[src/sv/tip_pkg.sv]
package tip_pkg;

    // Field and datapath widths fixed by the Q16.16 format
    localparam int XW   = 32;            // coordinate, value, slope
    localparam int DW   = XW + 1;        // difference of two Q16.16 numbers
    localparam int FRAC = 16;            // fraction bits
    localparam int QW   = DW + FRAC;     // dividend and quotient of the divider
    localparam int WW   = FRAC + 1;      // weight, unsigned 0..1.0
    localparam int PW   = DW + WW;       // blend product

    localparam int IDX_W  = 8;
    localparam int CFG_W  = 9;
    localparam int IN_W   = 104;         // index, coord, value, x
    localparam int OUT_W  = 64;          // value, slope
    localparam int STAT_W = 2;

    localparam int FETCH_N = 6;          // entries loaded after the search

    localparam logic [WW-1:0] W_ONE = WW'(1) << FRAC;
    localparam logic [XW-1:0] S_MAX = {1'b0, {(XW-1){1'b1}}};
    localparam logic [XW-1:0] S_MIN = {1'b1, {(XW-1){1'b0}}};

    typedef enum logic [1:0] {
        RESP_OK    = 2'd0,
        RESP_WRITE = 2'd1,
        RESP_ERR   = 2'd2
    } t_resp;

    typedef enum logic [3:0] {
        STP_IW,   // interpolation weight
        STP_IB,   // interpolation blend
        STP_S12,  // slope of the center segment
        STP_S01,  // slope of the left segment
        STP_S23,  // slope of the right segment
        STP_W0,   // left node weight
        STP_B0,   // left node slope
        STP_W1,   // right node weight
        STP_B1,   // right node slope
        STP_W2,   // position weight
        STP_B2,   // final slope blend
        STP_END
    } t_step;

    typedef enum logic [3:0] {
        ST_IDLE,
        ST_WALK,
        ST_PICK,
        ST_FETCH,
        ST_DIV_GO,
        ST_DIV_WAIT,
        ST_BLD_MUL,
        ST_BLD_ADD,
        ST_FINISH
    } t_state;

    typedef struct packed {
        logic  accept;
        logic  write;
        logic  walk_go;
        logic  walk_run;
        logic  pick;
        logic  fetch_go;
        logic  fetch_run;
        logic  div_go;
        logic  div_fin;
        logic  bld_mul;
        logic  bld_add;
        logic  load_out;
        t_step step;
        t_resp code;
    } t_cmd;

    typedef struct packed {
        logic few;
        logic walk_done;
        logic fetch_done;
        logic div_busy;
        logic div_done;
        logic interp_found;
        logic full;
    } t_sts;

    function automatic logic step_is_div(input t_step s);
        return (s == STP_IW) || (s == STP_S12) || (s == STP_S01) || (s == STP_S23) ||
               (s == STP_W0) || (s == STP_W1) || (s == STP_W2);
    endfunction

    function automatic t_step step_next(input t_step s, input logic full);
        t_step r;
        case (s)
            STP_IW:  r = STP_IB;
            STP_IB:  r = STP_S12;
            STP_S12: r = full ? STP_S01 : STP_END;
            STP_S01: r = STP_S23;
            STP_S23: r = STP_W0;
            STP_W0:  r = STP_B0;
            STP_B0:  r = STP_W1;
            STP_W1:  r = STP_B1;
            STP_B1:  r = STP_W2;
            STP_W2:  r = STP_B2;
            default: r = STP_END;
        endcase
        return r;
    endfunction

    function automatic logic [DW-1:0] mag(input logic [DW-1:0] a);
        return a[DW-1] ? (~a + 1'b1) : a;
    endfunction

endpackage

[src/sv/tip_ctrl.sv]
module tip_ctrl import tip_pkg::*; (
    input  logic i_clk,
    input  logic i_rst_n,
    input  logic i_in_valid,
    input  logic i_in_kind,
    output logic o_in_ready,
    input  logic i_out_ready,
    output logic o_out_valid,
    input  t_sts i_sts,
    output t_cmd o_cmd
);

    t_state r_state, n_state;
    t_step  r_step, n_step;
    t_resp  r_code, n_code;
    logic   r_ovalid, n_ovalid;
    t_cmd   cmd;

    function automatic t_state dispatch(input t_step s);
        if (s == STP_END) begin
            return ST_FINISH;
        end else if (step_is_div(s)) begin
            return ST_DIV_GO;
        end
        return ST_BLD_MUL;
    endfunction

    always_ff @(posedge i_clk) begin
        if (!i_rst_n) begin
            r_state  <= ST_IDLE;
            r_step   <= STP_END;
            r_code   <= RESP_OK;
            r_ovalid <= 1'b0;
        end else begin
            r_state  <= n_state;
            r_step   <= n_step;
            r_code   <= n_code;
            r_ovalid <= n_ovalid;
        end
    end

    always_comb begin
        n_state  = r_state;
        n_step   = r_step;
        n_code   = r_code;
        n_ovalid = r_ovalid;
        cmd      = '0;
        cmd.step = r_step;
        cmd.code = r_code;
        if (i_out_ready) begin
            n_ovalid = 1'b0;
        end
        case (r_state)
            ST_IDLE: begin
                if (i_in_valid) begin
                    cmd.accept = 1'b1;
                    if (!i_in_kind) begin
                        cmd.write = 1'b1;
                        n_code    = RESP_WRITE;
                        n_state   = ST_FINISH;
                    end else if (i_sts.few) begin
                        n_code  = RESP_ERR;
                        n_state = ST_FINISH;
                    end else begin
                        n_code      = RESP_OK;
                        cmd.walk_go = 1'b1;
                        n_state     = ST_WALK;
                    end
                end
            end
            ST_WALK: begin
                cmd.walk_run = 1'b1;
                if (i_sts.walk_done) begin
                    n_state = ST_PICK;
                end
            end
            ST_PICK: begin
                cmd.pick     = 1'b1;
                cmd.fetch_go = 1'b1;
                n_state      = ST_FETCH;
            end
            ST_FETCH: begin
                cmd.fetch_run = 1'b1;
                if (i_sts.fetch_done) begin
                    n_step  = i_sts.interp_found ? STP_IW : STP_S12;
                    n_state = dispatch(n_step);
                end
            end
            ST_DIV_GO: begin
                cmd.div_go = 1'b1;
                n_state    = ST_DIV_WAIT;
            end
            ST_DIV_WAIT: begin
                if (i_sts.div_done) begin
                    cmd.div_fin = 1'b1;
                    n_step      = step_next(r_step, i_sts.full);
                    n_state     = dispatch(n_step);
                end
            end
            ST_BLD_MUL: begin
                cmd.bld_mul = 1'b1;
                n_state     = ST_BLD_ADD;
            end
            ST_BLD_ADD: begin
                cmd.bld_add = 1'b1;
                n_step      = step_next(r_step, i_sts.full);
                n_state     = dispatch(n_step);
            end
            ST_FINISH: begin
                // hold the result until the output register is free
                if (!r_ovalid || i_out_ready) begin
                    cmd.load_out = 1'b1;
                    n_ovalid     = 1'b1;
                    n_state      = ST_IDLE;
                end
            end
            default: begin
                n_state = ST_IDLE;
            end
        endcase
    end

    assign o_in_ready  = (r_state == ST_IDLE);
    assign o_out_valid = r_ovalid;
    assign o_cmd       = cmd;

endmodule

[config.mk]
export PLATFORM = sky130hd
export DESIGN_NAME = tip_ctrl
export DESIGN_NICKNAME = d
export VERILOG_FILES = /design/src/sv/tip_pkg.sv /design/src/sv/tip_ctrl.sv
export SDC_FILE = /design/constraint.sdc
export NUM_CORES = 1
export LEC_CHECK = 0
export BUFFER_PORTS_ARGS = -buffer_cell sky130_fd_sc_hd__buf_2
export CAP_MARGIN = 20
export CORE_UTILIZATION = 51
export DETAILED_ROUTE_END_ITERATION = 16
export PLACE_DENSITY = 0.83
export SYNTH_ARGS = -nofsm -noshare
export SYNTH_HDL_FRONTEND = slang
export SYNTH_SLANG_ARGS = --single-unit
export TNS_END_PERCENT = 20
[constraint.sdc]
create_clock -name i_clk -period 2.2 [get_ports i_clk]
set_input_delay 0.66 -clock i_clk [delete_from_list [all_inputs] [get_ports i_clk]]
set_output_delay 0.66 -clock i_clk [all_outputs]
set_load 0.01 [all_outputs]
Yosys cells after proc, flatten, opt, wreduce, memory -nomap -nowiden
Index checks and enable logic that the tools add are counted.
{ "classes": {"eq_ne": 43, "muxes": 57, "reduce_logical": 29} }
{ "ops": {"columns": ["operator", "n"], "rows": [
  ["two-way mux 4 bit", 22],
  ["== test 4 x 3 -> 1 bit, second input constant", 14],
  ["case mux 4 bit (10 select lines)", 1],
  ["case mux 4 bit (9 select lines)", 1],
  ["== test 4 x 2 -> 1 bit, second input constant", 8],
  ["== test 4 bit, second input constant", 7],
  ["two-way mux 1 bit", 26],
  ["logical NOT 4 bit", 5],
  ["logical OR 1 bit", 19],
  ["case mux 4 bit (3 select lines)", 1],
  ["inequality test 2 bit, second input constant", 5],
  ["== test 2 x 3 -> 1 bit, second input constant", 3],
  ["== test 2 x 4 -> 1 bit, second input constant", 2],
  ["== test 4 x 1 -> 1 bit, second input constant", 2],
  ["two-way mux 2 bit", 4],
  ["two-way mux 3 bit", 2],
  ["AND reduction 5 bit", 1],
  ["== test 2 bit, second input constant", 2],
  ["AND reduction 3 bit", 1],
  ["nonzero test 3 bit", 1],
  ["AND reduction 2 bit", 1],
  ["logical NOT 1 bit", 1]
]} }
{ "word_totals": {"ff_bits": 11, "input_bits": 12, "wordCells": 133} }

Longest topological paths before layout
{ "logic_depth": {"depth_word": 18, "depth_mapped": 6, "mapped_depth_nobuf": 5} }

Worst setup path before layout
No wires, ideal clock.
{ "synth_path": {"path_kind": "register to output", "start": "register r_state[2]", "end": "output o_cmd[13] in the netlist's numbering", "arrival_time_ps": 1127, "required_ps": 1540, "path_slack_ps": 413, "path_stages_with_launch": 5, "n_path_buf": 3, "path_cell_list": "dfxtp_1 -> buf_6 -> buf_4 -> nor3_1 -> buf_4"} }
{ "synth_lines": {"columns": ["element", "line", "text"], "rows": [
  ["start: declaration", "tip_ctrl.sv:13", "t_state r_state, n_state;"],
  ["start signal: assignment", "tip_ctrl.sv:35", "r_state <= n_state;"],
  ["end: declaration", "tip_ctrl.sv:10", "output t_cmd o_cmd"]
]} }

==> metrics.yaml <==
status: "completed"
coreArea_mm2: 0.00152
ys_seq_elements: 11
ys_seq_area_share_pct: 26.1
power.density_mw_per_mm2: 508
cp.arrival_ns: 1.42
grt_pass1_vias: 736
synth.avg_cell_area_um2: 8.11
numCtsBuffers: 3
place_hpwl_mm: 1.44
vias: 864
port_buffers: 30
end_kind: "output pin"
finalNonFillerCells: 148
synth.net_count: 116
synth_edf_count: 0
cts_root_buf: "clkbuf_4"
grt_overflow: 0
rows: 14
worst_pin_slew_ns: 0.350
critPathLaunchType: "flop"
die_h_um: 42.7
fin_crit_ns: 2.08
cap_viol_max_count: 0
synthArstFlopShare_pct: 0
htree_num_levels: 1
p_leak_nw: 0.457
min_period_over_period_pct: 94.5
gp_congestion: 0.791
fin_skew_ns: 0.00214
synth_top_cells_by_count: "13 x nor2_1, 11 x dfxtp_1, 8 x nand2_1"
cp.required_ns: 1.54
grt_max_degree: 16
yosysMostFrequentCell: "nor2_1"
max_freq_mhz: 481
maxSlewHeadroom_pct: 76.4
cts.path.max_buffers: 2
drt_pass1_iterations: 4
die_x_um: 42.7
yosys_warnings: 0
critical-path-max-stage-delay_ns: 0.53
path_buf_inv: 1
first_iter_violations: 16
netlist_area_um2: 843
hold_class: "reg2reg"
area_growth_pct: 18.0
path_cells: "nand3b_2 -> nor3b_1 -> buf_2"
setup-tns-final_ns: 0
avgViaCountPerCell: 5.84
critPathSlowestCell: "dfxtp_2"
syn_inst: 104
synth_top_area_share_pct: 26.1
boundaryPins: 32
setup.worst_path.class: "reg2out"
clk_latency_ns: 0.27
crit_fanout: 14
r2r_setup_slack_ns: 0.51
layout-drive-gt1-share_pct: 35.6
track_usage_pct: 23.8
wl_mm: 1.95
antenna_found_initial: 0
nets: 145
setup_violations: 0
ys_types: 40
cts.clk_slew.worst_paths_ns: 0.08
ys_top_cells_by_area: "dfxtp_1 26%, nor2_1 5.8%, buf_6 5.3%"
grt_pass1_wl_mm: 3.24
crit_family: "flip-flops"
hold_buffers: 0
start_util_pct: 55.3
synth_area_leader_cell: "dfxtp_1"
die_area_mm2: 0.00182
drv_slew: 0
ir_drop_mv: 0.379
dp.cells: 144
rsz0062_at_grt: "no"
hold_violations: 0
cts_tree: "built"
cts.sinks: 11
avgRoutedWirePerCell_um: 13.1
whs_ns: 0.470
diodes: 0
ys.flop_type: "dfxtp_1"
drtAntennaViolNets: 0
drc_errors: 0
## what timing repair did
action | CTS | global route
endpoints found under the setup margin | 2 | 2
buffers inserted | 0 | 0
pin swaps | 0 | 0
resized for setup | 1 | 3
## worst paths after layout
kind,start,end,cells after the start
hold / removal,r_code[1],r_code[1],2
hold reg to reg,r_code[1],r_code[1],2
setup reg to reg,r_state[1],r_state[1],5
setup / recovery,r_state[0],o_cmd[9],3
## final cells by class
type                       instances  area [µm²]
multi-input combinational         81         544
timing repair buffer              32         165
clock buffer                       4        26.3
tap                               16        20.0
fill                             138         529
sequential                        11         224
inverter                           4        15.0
## worst reg2reg max path, delay by kind of cell (launching register included)
kind | cells | cell delay (ns)
buffers and inverters | 1 | 0.25
and+or+nand+nor | 2 | 0.27
AOI/OAI and AO/OA | 2 | 0.62
DFF | 1 | 0.44
## registers in the layout (all words and copies together) (netlist names)
signal,flops
r_code,2
o_out_valid,1
r_step,4
r_state,4
## through the flow
| step | utilization (%) | setup slack [ns] | total power [mW] | instance area [µm²] |
|---|---|---|---|---|
| detailed placement | 62.7 | 0.238 | 0.359 | 956 |
| floorplan | - | 0.413 | 0.323 | 843 |
| finish | 65.3 | 0.121 | 0.505 | 995 |
| global route | 65.3 | 0.0452 | 0.530 | 995 |
| CTS | 64.5 | 0.0390 | 0.502 | 983 |
| global placement | 62.7 | 0.270 | 0.356 | 956 |
## routing by layer
layer / up-vias / global-route usage [%] / wire length [µm]
li1: 429 / - / -
met1: 398 / 29.3 / 872
met2: 35 / 39.1 / 936
met3: 2 / 4.68 / 117
met4: 0 / 11.9 / 19
met5: - / 0 / 0
## placed cells by master, fill, tap and decap left out, drive strengths merged, types with 2 or more instances in the layout
cell type	count
nor2	13
nand3b	2
o21ai	6
a211oi	2
a22oi	2
nor3b	3
buf	32
dfxtp	11
clkbuf	4
nand3	3
a21oi	3
or3	2
inv	4
nand2	8
nor3	5
nand2b	5
nor2b	5
and3	3
mux2i	3
## cell families (layout without fill, tap and decap cells)
| group | count (synthesis) | count (layout) | share of synthesized area, % |
|---|---|---|---|
| xor+xnor | 2 | 2 | 2.08 |
| buf+inv | 12 | 40 | 10.4 |
| flops | 11 | 11 | 26.1 |
| simple gates | 51 | 51 | 35.9 |
| mux | 3 | 3 | 3.56 |
| compound gates | 25 | 25 | 22.0 |
## where the power goes
group / total, mW / internal (mW) / leakage (nW) / switching (mW)
Combinational: 0.130 / 0.0623 / 0.352 / 0.0673
Sequential: 0.229 / 0.210 / 0.0908 / 0.0185
Clock: 0.147 / 0.0703 / 0.0150 / 0.0768
Power figures use the tool's default switching activity.
